File: src/rtl/rdc_pkg.sv
`timescale 1ns / 1ps
`default_nettype none
// ----------------------------------------------------------------------------
// rdc_pkg: shared definitions for the radix digit converter
// Field widths, base limits, transfer structs, divider handshake structs and
// the sequencer state type.
// ----------------------------------------------------------------------------
package rdc_pkg;

    // Field widths fixed by the item formats.
    localparam int NumberWidth = 31;
    localparam int RadixWidth  = 6;
    localparam int DigitWidth  = 6;

    // Default depth of the digit stack.
    localparam int StackDepthDefault = 32;

    // Range of accepted bases.
    localparam logic [RadixWidth-1:0] RadixMin = 6'd2;
    localparam logic [RadixWidth-1:0] RadixMax = 6'd36;

    // One input transfer.
    typedef struct packed {
        logic [NumberWidth-1:0] number;
        logic [RadixWidth-1:0]  radix;
    } t_in_item;

    // One result transfer.
    typedef struct packed {
        logic [DigitWidth-1:0] digit;
        logic                  last;
        logic                  bad_radix;
    } t_out_item;

    // Request to the shared divider.
    typedef struct packed {
        logic                   start;
        logic [NumberWidth-1:0] dividend;
        logic [RadixWidth-1:0]  divisor;
    } t_div_req;

    // Response from the shared divider.
    typedef struct packed {
        logic                   done;
        logic [NumberWidth-1:0] quotient;
        logic [DigitWidth-1:0]  remainder;
    } t_div_rsp;

    // Sequencer states.
    typedef enum logic [2:0] {
        S_IDLE,
        S_DIV_START,
        S_DIV_WAIT,
        S_POP_ADDR,
        S_POP_OUT
    } t_state;

endpackage
`default_nettype wire

File: src/rtl/rdc_ram.sv
`timescale 1ns / 1ps
`default_nettype none
// ----------------------------------------------------------------------------
// rdc_ram: generic single-write, single-read RAM
// One write port and one read port with registered read data.
// ----------------------------------------------------------------------------
module rdc_ram #(
    parameter int WIDTH = 6,
    parameter int DEPTH = 32
) (
    input  wire logic                     i_clk,
    input  wire logic                     i_we,
    input  wire logic [$clog2(DEPTH)-1:0] i_waddr,
    input  wire logic [WIDTH-1:0]         i_wdata,
    input  wire logic [$clog2(DEPTH)-1:0] i_raddr,
    output      logic [WIDTH-1:0]         o_rdata
);

    logic [WIDTH-1:0] r_mem [DEPTH];
    logic [WIDTH-1:0] r_rdata;

    // Write port and registered read port.
    always_ff @(posedge i_clk) begin
        if (i_we) begin
            r_mem[i_waddr] <= i_wdata;
        end
        r_rdata <= r_mem[i_raddr];
    end

    assign o_rdata = r_rdata;

endmodule
`default_nettype wire

File: src/rtl/rdc_div.sv
`timescale 1ns / 1ps
`default_nettype none
// ----------------------------------------------------------------------------
// rdc_div: iterative restoring divider
// Divides the working number by the base, one quotient bit per cycle, and
// pulses done with the quotient and remainder.
// ----------------------------------------------------------------------------
module rdc_div (
    input  wire logic              i_clk,
    input  wire logic              i_rst_n,
    input  wire rdc_pkg::t_div_req i_req,
    output      rdc_pkg::t_div_rsp o_rsp
);

    localparam int W    = rdc_pkg::NumberWidth;
    localparam int RW   = rdc_pkg::DigitWidth;
    localparam int CntW = $clog2(W);

    logic            r_busy, n_busy;
    logic            r_done, n_done;
    logic [CntW-1:0] r_cnt, n_cnt;
    logic [W-1:0]    r_q, n_q;
    logic [RW-1:0]   r_rem, n_rem;
    logic [RW-1:0]   r_div, n_div;
    logic [RW:0]     trial;
    logic [RW:0]     diff;
    logic            ge;

    // One shift-and-subtract step on the partial remainder.
    always_comb begin
        trial = {r_rem, r_q[W-1]};
        diff  = trial - {1'b0, r_div};
        ge    = (trial >= {1'b0, r_div});
    end

    // Step control: load on start, iterate W times, then flag completion.
    always_comb begin
        n_busy = r_busy;
        n_done = 1'b0;
        n_cnt  = r_cnt;
        n_q    = r_q;
        n_rem  = r_rem;
        n_div  = r_div;
        if (i_req.start) begin
            n_busy = 1'b1;
            n_cnt  = '0;
            n_q    = i_req.dividend;
            n_rem  = '0;
            n_div  = i_req.divisor;
        end else if (r_busy) begin
            n_q   = {r_q[W-2:0], ge};
            n_rem = ge ? diff[RW-1:0] : trial[RW-1:0];
            n_cnt = r_cnt + CntW'(1);
            if (r_cnt == CntW'(W - 1)) begin
                n_busy = 1'b0;
                n_done = 1'b1;
            end
        end
    end

    // Control registers take the reset; the data path does not.
    always_ff @(posedge i_clk) begin
        if (!i_rst_n) begin
            r_busy <= 1'b0;
            r_done <= 1'b0;
            r_cnt  <= '0;
        end else begin
            r_busy <= n_busy;
            r_done <= n_done;
            r_cnt  <= n_cnt;
        end
        r_q   <= n_q;
        r_rem <= n_rem;
        r_div <= n_div;
    end

    assign o_rsp.done      = r_done;
    assign o_rsp.quotient  = r_q;
    assign o_rsp.remainder = r_rem;

endmodule
`default_nettype wire

File: src/rtl/radix_digit_converter_core.sv
`timescale 1ns / 1ps
`default_nettype none
// ----------------------------------------------------------------------------
// radix_digit_converter_core: radix conversion by repeated division
// Divides a number by a base until the quotient is zero, stacks the
// remainders and emits them most significant digit first.
//
//   Channel  Signals                     Transfer when
//   input    start, busy, i_item         start high and busy low at a clock edge
//   result   o_strobe, o_result          o_strobe high, a one-cycle strobe per result
//
// Each digit takes one pass through the shared divider (a load, a shift-and-subtract
// step per number bit, a completion flag), and each pop takes an address state and
// an output state for the registered stack read. A bad base gives its single
// result in the cycle after the transfer; a zero number gives none. Reset is
// synchronous and active low and needs no clearing pass. The receiver cannot
// stall: every result is shown for one cycle.
// ----------------------------------------------------------------------------
module radix_digit_converter_core #(
    parameter int STACK_DEPTH = rdc_pkg::StackDepthDefault
) (
    input  wire logic               i_clk,
    input  wire logic               i_rst_n,
    input  wire logic               start,
    output      logic               busy,
    input  wire rdc_pkg::t_in_item  i_item,
    output      logic               o_strobe,
    output      rdc_pkg::t_out_item o_result
);

    localparam int SpW = $clog2(STACK_DEPTH + 1);
    localparam int AW  = $clog2(STACK_DEPTH);
    localparam int W   = rdc_pkg::NumberWidth;
    localparam int DW  = rdc_pkg::DigitWidth;

    rdc_pkg::t_state    r_state, n_state;
    logic [SpW-1:0]     r_sp, n_sp;
    logic [W-1:0]       r_quot, n_quot;
    logic [rdc_pkg::RadixWidth-1:0] r_radix, n_radix;
    logic               r_strobe, n_strobe;
    rdc_pkg::t_out_item r_result, n_result;

    rdc_pkg::t_div_req  div_req;
    rdc_pkg::t_div_rsp  div_rsp;

    logic               accept;
    logic               radix_ok;
    logic               ram_we;
    logic [SpW-1:0]     sp_dec;
    logic [DW-1:0]      ram_rdata;

    // Input transfer and base check.
    always_comb begin
        accept   = start && !busy;
        radix_ok = i_item.radix inside {[rdc_pkg::RadixMin:rdc_pkg::RadixMax]};
        sp_dec   = r_sp - SpW'(1);
    end

    assign busy = (r_state != rdc_pkg::S_IDLE);

    // Next-state logic of the sequencer.
    always_comb begin
        n_state = r_state;
        case (r_state)
            rdc_pkg::S_IDLE: begin
                if (accept && radix_ok && (i_item.number != '0)) begin
                    n_state = rdc_pkg::S_DIV_START;
                end
            end
            rdc_pkg::S_DIV_START: begin
                n_state = rdc_pkg::S_DIV_WAIT;
            end
            rdc_pkg::S_DIV_WAIT: begin
                if (div_rsp.done) begin
                    n_state = (div_rsp.quotient == '0) ? rdc_pkg::S_POP_ADDR
                                                       : rdc_pkg::S_DIV_START;
                end
            end
            rdc_pkg::S_POP_ADDR: begin
                n_state = rdc_pkg::S_POP_OUT;
            end
            rdc_pkg::S_POP_OUT: begin
                n_state = (r_sp == '0) ? rdc_pkg::S_IDLE : rdc_pkg::S_POP_ADDR;
            end
            default: begin
                n_state = rdc_pkg::S_IDLE;
            end
        endcase
    end

    // Output and data path control of the sequencer.
    always_comb begin
        n_sp             = r_sp;
        n_quot           = r_quot;
        n_radix          = r_radix;
        n_strobe         = 1'b0;
        n_result         = r_result;
        ram_we           = 1'b0;
        div_req.start    = 1'b0;
        div_req.dividend = r_quot;
        div_req.divisor  = r_radix;
        case (r_state)
            rdc_pkg::S_IDLE: begin
                if (accept) begin
                    n_radix = i_item.radix;
                    n_sp    = '0;
                    if (!radix_ok) begin
                        n_quot             = '0;
                        n_strobe           = 1'b1;
                        n_result.digit     = '0;
                        n_result.last      = 1'b1;
                        n_result.bad_radix = 1'b1;
                    end else begin
                        n_quot = i_item.number;
                    end
                end
            end
            rdc_pkg::S_DIV_START: begin
                div_req.start = 1'b1;
            end
            rdc_pkg::S_DIV_WAIT: begin
                if (div_rsp.done) begin
                    n_quot = div_rsp.quotient;
                    // A full stack drops the remainder.
                    if (r_sp < SpW'(STACK_DEPTH)) begin
                        ram_we = 1'b1;
                        n_sp   = r_sp + SpW'(1);
                    end
                end
            end
            rdc_pkg::S_POP_ADDR: begin
                n_sp = sp_dec;
            end
            rdc_pkg::S_POP_OUT: begin
                n_strobe           = 1'b1;
                n_result.digit     = ram_rdata;
                n_result.last      = (r_sp == '0);
                n_result.bad_radix = 1'b0;
            end
            default: begin
                n_sp = '0;
            end
        endcase
    end

    // State registers.
    always_ff @(posedge i_clk) begin
        if (!i_rst_n) begin
            r_state  <= rdc_pkg::S_IDLE;
            r_sp     <= '0;
            r_quot   <= '0;
            r_strobe <= 1'b0;
        end else begin
            r_state  <= n_state;
            r_sp     <= n_sp;
            r_quot   <= n_quot;
            r_strobe <= n_strobe;
        end
        r_radix  <= n_radix;
        r_result <= n_result;
    end

    // Shared divider.
    rdc_div u_div (
        .i_clk   (i_clk),
        .i_rst_n (i_rst_n),
        .i_req   (div_req),
        .o_rsp   (div_rsp)
    );

    // Digit stack: pushed at the pointer, popped one below it.
    rdc_ram #(
        .WIDTH (DW),
        .DEPTH (STACK_DEPTH)
    ) u_stack (
        .i_clk   (i_clk),
        .i_we    (ram_we),
        .i_waddr (r_sp[AW-1:0]),
        .i_wdata (div_rsp.remainder),
        .i_raddr (sp_dec[AW-1:0]),
        .o_rdata (ram_rdata)
    );

    assign o_strobe = r_strobe;
    assign o_result = r_result;

endmodule
`default_nettype wire

File: config.mk
export PLATFORM = sky130hd
export DESIGN_NAME = radix_digit_converter_core
export DESIGN_NICKNAME = d
export VERILOG_FILES = /design/src/rtl/rdc_pkg.sv /design/src/rtl/rdc_ram.sv /design/src/rtl/rdc_div.sv /design/src/rtl/radix_digit_converter_core.sv
export SDC_FILE = /design/constraint.sdc
export NUM_CORES = 1
export LEC_CHECK = 0
export BUFFER_PORTS_ARGS = -buffer_cell sky130_fd_sc_hd__buf_2
export CAP_MARGIN = 40
export CELL_PAD_IN_SITES_DETAIL_PLACEMENT = 0
export CELL_PAD_IN_SITES_GLOBAL_PLACEMENT = 1
export CORE_ASPECT_RATIO = 0.7
export CORE_MARGIN = 2
export CORE_UTILIZATION = 47
export DETAILED_ROUTE_END_ITERATION = 10
export PLACE_DENSITY_LB_ADDON = 0.1
export SLEW_MARGIN = 20
export SYNTH_ARGS = -nofsm -noshare
export SYNTH_HDL_FRONTEND = slang
export SYNTH_SLANG_ARGS = --single-unit
File: constraint.sdc
create_clock -name i_clk -period 2.6 [get_ports i_clk]
set_clock_uncertainty 0.2 [all_clocks]
set_input_delay 0.26 -clock i_clk [delete_from_list [all_inputs] [get_ports i_clk]]
set_output_delay 0.26 -clock i_clk [all_outputs]
set_load 0.05 [all_outputs]
==> flow_summary.yaml, run 1 <==
grt:
  overflow: 0
  grt_use_met1_pct: 37.4
  grt_max_degree: 36
  grt_pass1_wl_mm: 49.1
  grtUsageTotal_pct: 22.8
  use_met3_pct: 4.18
  busiest_layer: "met1"
  grt_pass1_vias: 7924
  antenna_found_initial: 1
  use_met2_pct: 31.5
setup_path:
  crit_type: "reg2out"
  cpPeakStageDelay_ns: 0.45
  cp.required_ns: 2.14
  start_kind: "flip-flop"
  crit_chain: "buf_4, or3_1, buf_2"
  arrival_ns: 1.81
  cp_max_fo: 13
  critPathTopFamily: "buffers and inverters"
  endpoint_kind: "output port"
  crit_buf_inv: 2
  critPathSlowestCell: "or3_1"
floorplan:
  dieArea_sq_um: 28300
  core_area_sq_um: 26700
  start_util_pct: 47.6
  die_w_microns: 200
  pin_count: 50
  rows: 50
  die_h_microns: 141
cts:
  clk_latency_ns: 0.55
  clock_path_buffers: 3
  ctsResizeCount: 0
  cts_max_level: 1
  cts_buffers: 29
  cts_root_buf: "clkbuf_16"
  cts_tree: "built"
  path_clk_slew_ns: 0.07
  clock-sinks: 303
drt:
  drt-initial-drc-count: 703
  antenna_left: 0
  vias_per_cell: 5.72
  num_vias: 8144
  wl_per_cell_microns: 22.3
  drc_errors: 0
  wirelength_mm: 31.7
  drt_first_pass_iters: 5
synth:
  syn-num-nets: 949
  yosysSeqAreaShare_pct: 67.0
  syn_area_sq_um: 12700
  avgSynthCellArea_sq_um: 14.2
  async_reset_ff_share_pct: 0
  synth_edf_count: 243
  synth_warnings: 0
  syn_inst: 896
  yosys_most_used_dff: "edfxtp_1"
  ys_ff_latch: 303
  synth_cell_types: 55
pwr:
  ir_drop_mv: 0.415
  power.switching_uw: 4430
  p_sw_share_pct: 30.5
  leakagePower_uw: 0.00540
  pwr-share-clk_pct: 29.9
  pwr-share-comb_pct: 25.0
  internal_power_uw: 10100
  p_seq_share_pct: 45.2
  cellPowerDensity_nw_per_um2: 959
worst_hold_path:
  min_path_type: "reg2reg"
sta:
  rsz0062_at_grt: "false"
  fin_ws_ns: 0.334
  slew_headroom_pct: 55.4
  worstMarginPinSlew_ns: 0.668
  setup_viol: 0
  hold_viol: 0
  period_share_pct: 87.2
  maxSlewViolCount: 0
  fmax_mhz: 441
  tns_ns: 0
  min_period_ns: 2.27
run_status:
  status: "complete, no violations"
final_layout:
  areaGrowthSynthToFinish_pct: 19.2
  drive_gt1_share_pct: 22.9
  mostFrequentLayoutCells: "edfxtp_1, nand2_1, nor2_1"
  final_net_count: 1086
  final_common_cell: "edfxtp_1"
  finish.utilization_pct: 56.7
placement:
  hpwl_mm: 20.4
  gp_congestion: 0.799
  port_buffers: 49
  dp_slack_ns: 0.339
run:
  maxCapViolations: 0
==> flip-flops by register name, indices dropped and copies added, names as in the netlist <==
signal and cells:
u_stack.r_mem 192, r_quot 31, u_div.r_q 31, o_result 8, r_radix 6, r_sp 6
u_div.r_div 6, u_div.r_rem 6, u_stack.o_rdata 6, u_div.r_cnt 5, r_state 3, o_strobe 1
u_div.r_busy 1, u_div.r_done 1
==> cell usage after synthesis, types with 7 or more instances <==
master / instances / area [sq um]
nand2_1: 115 / 432
mux4_2: 48 / 1080
mux2_2: 13 / 146
mux2i_1: 17 / 170
dfxtp_1: 60 / 1200
nand2b_1: 8 / 50.1
clkbuf_1: 35 / 131
nor4_1: 16 / 100
ha_1: 12 / 150
nor2b_1: 8 / 50.1
o22ai_1: 10 / 62.6
buf_2: 9 / 45.0
nor2_1: 96 / 360
edfxtp_1: 243 / 7300
nor3_1: 8 / 40.0
nand4_1: 7 / 43.8
o21ai_0: 46 / 230
a221oi_1: 31 / 272
inv_1: 16 / 60.1
a21oi_1: 17 / 85.1
==> layout make-up <==
cell class | instances | area [sq um]
antenna | 3 | 7.51
clock buffer | 33 | 741
clock inverter | 21 | 243
fill | 2120 | 11500
inverter | 16 | 60.1
multi-input combinational | 524 | 3890
sequential | 303 | 8500
tap | 364 | 455
timing repair buffer | 159 | 1220
==> stage by stage <==
stage / instances / total power [uW] / hold slack, ns / area, sq um
floorplan: 896 / 8870 / 0.159 / 12700
global placement: 1327 / 10200 / 0.210 / 13700
detailed placement: 1327 / 10200 / 0.213 / 13700
CTS: 1420 / 14600 / 0.228 / 15100
global route: 1420 / 15200 / 0.240 / 15100
finish: 1423 / 14500 / 0.230 / 15100
==> final timing paths <==
path,from,to,slack [ns],cells past startpoint
min reg2reg,r_radix[5]$_DFFE_PP_,u_div.r_div[5]$_DFFE_PP_,0.23,0
max,r_state[2]$_SDFFE_PN0P_,busy,0.33,3
min,r_radix[5]$_DFFE_PP_,u_div.r_div[5]$_DFFE_PP_,0.23,0
max reg2reg,u_div.r_div[4]$_DFFE_PP_,u_div.r_rem[0]$_SDFFE_PP0P_,0.34,7
==> what timing repair did <==
| action | in CTS | in global routing |
|---|---|---|
| hold endpoints to repair | 38 | 0 |
| buffers inserted | 0 | 0 |
| hold buffers | 39 | 0 |
==> power groups by stage <==
stage / Sequential, uW / Combinational [uW] / Clock [uW]
after floorplan: 6700 / 2170 / 0
after global placement: 6640 / 3520 / 0
after detailed placement: 6640 / 3560 / 0
after CTS: 6550 / 3620 / 4410
after global routing: 6600 / 3960 / 4610
final: 6550 / 3620 / 4330
==> per-layer routing <==
metal / routed length, microns / up-vias / share of wire (%)
met5: 0 / - / 0
met1: 15700 / 4087 / 49
met4: 413 / 0 / 1.3
li1: - / 3687 / -
met2: 13100 / 335 / 41
met3: 2510 / 35 / 7.9
==> logic make-up (layout without fill, tap and decap cells) <==
logic type / count (synthesis) / after routing / share of synthesized area [%]
flops: 303 / 303 / 67.0
simple gates: 284 / 284 / 9.88
compound gates: 138 / 138 / 7.47
mux: 79 / 79 / 11.1
buf+inv: 69 / 229 / 2.43
fa+ha+maj: 13 / 13 / 1.34
xor+xnor: 10 / 10 / 0.750
other cells: 0 / 3 / 0
(Power assumes the default switching activity.)
==> run 2, diff against run 1 <==
- CORE_MARGIN: 2 -> 8
==> flow_summary.yaml, run 2 (synthesis gave the netlist of run 1 again) <==
setup_path:
  cpPeakStageDelay_ns: 0.36
  reg2reg_slack_ns: 0.26
  critPathSlowestCell: "dfxtp_4"
  cp.required_ns: 2.86
  crit_buf_inv: 2
  cp_max_fo: 26
  critPathTopFamily: "multiplexers"
  reg2reg_to: "u_stack.o_rdata[4]$_DFF_P_"
  arrival_ns: 2.60
  timing.rr.start: "r_sp[0]$_SDFFE_PN0P_"
  crit_start: "r_sp[0]$_SDFFE_PN0P_"
  crit_cells: 7
  crit_chain: "inv_1, ha_2, buf_4, mux4_2, mux2_2, o22ai_1, nor2_1"
  endpoint: "u_stack.o_rdata[4]$_DFF_P_"
  endpoint_kind: "flip-flop"
  crit_type: "reg2reg"
  start_kind: "flip-flop"
  reg2regPathDepth: 7
sta:
  hold_viol: 0
  setup_viol: 0
  fin_ws_ns: 0.259
  maxSlewViolCount: 0
  tns_ns: 0
  timing.hold.ws_ns: 0.214
  fmax_mhz: 427
  slew_headroom_pct: 54.5
  min_period_ns: 2.34
  worstMarginPinSlew_ns: 0.683
  rsz0062_at_grt: "false"
  period_share_pct: 90.0
final_layout:
  largest_register_ffs: 192
  num_antenna_cells: 0
  final_common_cell: "edfxtp_1"
  reg_top3: "u_stack.r_mem: 192 flops, r_quot: 31 flops, u_div.r_q: 31 flops"
  top_register: "u_stack.r_mem"
  areaGrowthSynthToFinish_pct: 19.3
  mostFrequentLayoutCells: "edfxtp_1, nand2_1, nor2_1"
  final_net_count: 1084
  drive_gt1_share_pct: 23.1
worst_hold_path:
  min_path_type: "reg2reg"
  hp-start: "r_radix[5]$_DFFE_PP_"
pwr:
  pwr-share-clk_pct: 30.7
  cellPowerDensity_nw_per_um2: 970
  ir_drop_mv: 0.474
  p_sw_share_pct: 30.9
  p_seq_share_pct: 44.4
  power.switching_uw: 4530
  leakagePower_uw: 0.00542
  internal_power_uw: 10100
  pwr-share-comb_pct: 24.8
cts:
  clock-sinks: 303
  clk_latency_ns: 0.57
  path_clk_slew_ns: 0.07
  clock_path_buffers: 3
  cts_setup_buffers: 0
  cts_buffers: 30
  cts_root_buf: "clkbuf_16"
  cts_tree: "built"
  cts_max_level: 1
grt:
  antenna_found_initial: 0
  grt_pass1_vias: 8138
  use_met2_pct: 27.4
  grt_pass1_wl_mm: 49.8
  busiest_layer: "met1"
  grt_max_degree: 58
  overflow: 0
  use_met3_pct: 4.21
  grt_use_met1_pct: 32.0
  grtUsageTotal_pct: 20.0
placement:
  gp_congestion: 0.816
  dp_slack_ns: 0.177
  port_buffers: 49
  hpwl_mm: 20.8
drt:
  wirelength_mm: 32.6
  drc_errors: 0
  drt-initial-drc-count: 786
  vias_per_cell: 5.75
  num_vias: 8156
  antenna_left: 0
  wl_per_cell_microns: 23.0
  drt_first_pass_iters: 5
run_status:
  status: "complete, no violations"
floorplan:
  die_h_microns: 153
  rows: 50
  pin_count: 50
  start_util_pct: 47.6
  dieArea_sq_um: 32600
  core_area_sq_um: 26700
  die_w_microns: 212
run:
  maxCapViolations: 0
[run 2: changes by cell type in the layout (fill, tap and decap cells not counted), sizes merged]
| cell | change |
|---|---|
| bufinv | -1 |
| clkbuf | +3 |
| clkinv | +2 |
| buf | -3 |
| clkinvlp | -2 |
| diode | -3 |
[run 2: power groups by stage]
stage / Combinational [uW] / Clock [uW] / Sequential [uW]
2_1_floorplan: 2170 / 0 / 6700
3_3_place_gp: 3490 / 0 / 6610
3_5_place_dp: 3570 / 0 / 6610
4_1_cts: 3630 / 4590 / 6510
5_1_grt: 3970 / 4780 / 6570
6_report: 3640 / 4510 / 6520
[run 2: worst min path at each step]
stage | to | slack [ns] | depth (start not counted)
after floorplan | r_radix[0]$_DFFE_PP_ | 0.16 | 0
after global placement | u_div.r_div[2]$_DFFE_PP_ | 0.20 | 0
after detailed placement | u_div.r_div[0]$_DFFE_PP_ | 0.21 | 0
after CTS | r_radix[4]$_DFFE_PP_ | 0.20 | 2
after global routing | r_radix[4]$_DFFE_PP_ | 0.22 | 2
final | u_div.r_div[5]$_DFFE_PP_ | 0.21 | 0
[run 2: routing by layer]
layer / vias to the layer above / wire [microns]
met4: 0 / 493
met1: 4113 / 16000
met2: 320 / 13600
met3: 40 / 2470
li1: 3683 / -
met5: - / 0
[run 2: repair_timing]
item | in CTS | in global routing
endpoints found under the setup margin | 0 | 20
hold buffers | 39 | 0
gates resized for setup | 0 | 1
endpoints found under the hold margin | 42 | 0
[run 2: final cells by class]
class,count,area (sq um)
fillers,2123,11500
flip-flops and latches,303,8500
multi-input cells,524,3890
repair buffers,156,1180
clock buffers,36,815
well taps,364,455
clock inverters,20,220
inverters,16,60.1
[run 2: per-stage QoR]
stage / cells / cell area, sq um / util (%) / total power, uW
2_1_floorplan: 896 / 12700 / - / 8870
3_3_place_gp: 1324 / 13700 / 51.4 / 10100
3_5_place_dp: 1324 / 13700 / 51.4 / 10200
4_1_cts: 1419 / 15100 / 56.7 / 14700
5_1_grt: 1419 / 15100 / 56.8 / 15300
6_report: 1419 / 15100 / 56.8 / 14700
[run 2: worst reg2reg max path: stages (launching register included)]
cell and delay [ns]:
dfxtp_4 0.36, inv_1 0.07, ha_2 0.36, buf_4 0.33, mux4_2 0.37, mux2_2 0.29
o22ai_1 0.18, nor2_1 0.07
==> run 3, diff against run 2 <==
- CORE_UTILIZATION: 47 -> 48
- SYNTH_HIERARCHICAL: unset -> 1
==> flow_summary.yaml, run 3 <==
synth:
  syn-num-nets: 836
  yosysSeqAreaShare_pct: 66.5
  ys_top_cells_by_count: "edfxtp_1, nor2_1, dfxtp_1, mux4_2, o21ai_0"
  synth_area_leader_cell: "edfxtp_1"
  avgSynthCellArea_sq_um: 16.3
  ys_ff_latch: 303
  syn_area_sq_um: 12800
  async_reset_ff_share_pct: 0
  synth_edf_count: 243
  synth_cell_types: 57
  syn_inst: 783
  yosysMostFrequentCell: "edfxtp_1"
  synth_warnings: 6
  synth_top_area_share_pct: 57.1
  yosys_most_used_dff: "edfxtp_1"
  synth_area_leaders: "edfxtp_1, mux4_2, dfxtp_1, a221oi_2, mux2_2"
setup_path:
  endpoint_kind: "flip-flop"
  timing.rr.start: "r_sp[1]$_SDFFE_PN0P_"
  cp.required_ns: 2.84
  arrival_ns: 2.76
  reg2reg_slack_ns: 0.07
  start_kind: "flip-flop"
  cp_max_fo: 14
  crit_type: "reg2reg"
  reg2reg_to: "u_stack/o_rdata[5]$_DFF_P_"
  crit_start: "r_sp[1]$_SDFFE_PN0P_"
  reg2regPathDepth: 8
final_layout:
  final_net_count: 986
  fin_cells: 1317
  mostFrequentLayoutCells: "edfxtp_1, nor2_1, buf_4"
  stdcell_area_sq_um: 15300
  top_register: "u_stack/r_mem"
  reg_top3: "u_stack/r_mem: 192 flops, r_quot: 31 flops, u_div/r_q: 31 flops"
  areaGrowthSynthToFinish_pct: 19.9
  drive_gt1_share_pct: 33.4
  largest_register_ffs: 192
  final_common_cell: "edfxtp_1"
  num_antenna_cells: 0
placement:
  gp_congestion: 0.980
  dp_cells: 1225
  hpwl_mm: 21.4
  port_buffers: 49
  place_area_sq_um: 13900
grt:
  grt_pass1_wl_mm: 48.4
  grt_pass1_vias: 7538
  antenna_found_initial: 0
  overflow: 0
  grtUsageTotal_pct: 19.7
  grt_max_degree: 51
pwr:
  leakagePower_uw: 0.00549
  cellPowerDensity_nw_per_um2: 861
  p_total_uw: 13200
  ir_drop_mv: 0.537
floorplan:
  dieArea_sq_um: 32200
  die_h_microns: 153
  pin_count: 50
  core_area_sq_um: 26500
  start_util_pct: 48.3
  rows: 50
  die_w_microns: 211
drt:
  wl_per_cell_microns: 24.2
  drt_first_pass_iters: 5
  wirelength_mm: 31.9
  drt-initial-drc-count: 884
  drc_errors: 0
  antenna_left: 0
  num_vias: 7666
  vias_per_cell: 5.82
cts:
  cts_tree: "built"
  cts_max_level: 1
  cts_buffers: 29
  clock-sinks: 303
  clk_latency_ns: 0.55
  path_clk_slew_ns: 0.06
  cts_root_buf: "clkbuf_16"
  clock_path_buffers: 3
sta:
  rsz0062_at_grt: "false"
  period_share_pct: 97.1
  tns_ns: 0
  slew_headroom_pct: 45.8
  worstMarginPinSlew_ns: 0.813
  setup_viol: 0
  fmax_mhz: 396
  maxSlewViolCount: 0
  min_period_ns: 2.53
  hold_viol: 0
worst_hold_path:
  hp-start: "i_rst_n"
  hold_depth: 2
  min_to: "r_sp[0]$_SDFFE_PN0P_"
  min_path_type: "in2reg"
run_status:
  status: "complete, no violations"
run:
  maxCapViolations: 0
## run 3: cell count changes after synthesis, sizes merged, moves of 11 or more
cell	before	now
nand2	115	14
mux2	14	38
clkbuf	35	20
mux4	48	60
mux2i	17	6
## run 3: worst max-delay path by stage
stage | slack (ns) | end
6_report | 0.07 | u_stack/o_rdata[5]$_DFF_P_
5_1_grt | 0.007 | u_stack/o_rdata[1]$_DFF_P_
4_1_cts | 0.02 | u_stack/o_rdata[1]$_DFF_P_
3_5_place_dp | 0.04 | u_stack/o_rdata[1]$_DFF_P_
3_3_place_gp | 0.09 | u_stack/o_rdata[3]$_DFF_P_
2_1_floorplan | -0.03 | u_stack/r_mem[20][0]$_DFFE_PP_
## run 3: cell families (layout without fill, tap and decap cells)
group	after synthesis	after routing	synth area share, %
flops	303	303	66.5
xor+xnor	11	11	0.754
buf+inv	62	232	2.50
simple gates	185	185	7.40
fa+ha+maj	13	13	1.33
mux	104	104	14.4
compound gates	105	105	7.15
## run 3: layout make-up
type | count | area [sq um]
Clock inverter | 21 | 213
Tap cell | 364 | 455
Multi-Input combinational cell | 418 | 4030
Fill cell | 2026 | 11100
Sequential cell | 303 | 8500
Timing Repair Buffer | 165 | 1340
Inverter | 16 | 60.1
Clock buffer | 30 | 729
## run 3: through the flow
step | utilization, % | worst slack, ns | hold WS (ns)
after floorplan | - | -0.0279 | 0.159
final | 57.9 | 0.0745 | 0.153
after global placement | 52.6 | 0.0907 | 0.203
after global routing | 57.9 | 0.00713 | 0.173
after CTS | 57.6 | 0.0221 | 0.115
after detailed placement | 52.6 | 0.0446 | 0.205
## run 3: worst max-delay path: stages, from the launching register on
cell	delay (ns)
dfxtp_1	0.31
inv_1	0.13
ha_4	0.20
xor2_4	0.17
buf_12	0.15
clkbuf_16	0.18
mux4_2	0.34
mux4_2	0.46
mux2_2	0.27
## run 3: timing repair
| item | in CTS | in global routing |
|---|---|---|
| endpoints found under the hold margin | 39 | 0 |
| setup buffers | 0 | 1 |
| hold buffers | 38 | 0 |
| setup endpoints to repair | 0 | 6 |
| resized for setup | 0 | 2 |
## run 3: per-layer routing
metal	share of wire, %	vias up	routed length [microns]	global-route usage, %
met5	0	-	0	0
met4	1.2	0	385	2.83
met3	12	34	3840	6.78
met2	38	373	12100	23.9
met1	49	3869	15500	33.0
li1	-	3390	-	-
## run 3: power by group
part           internal (uW)  switching [uW]
sequential              6080             278
clock                   2430            1780
combinational           1030            1600
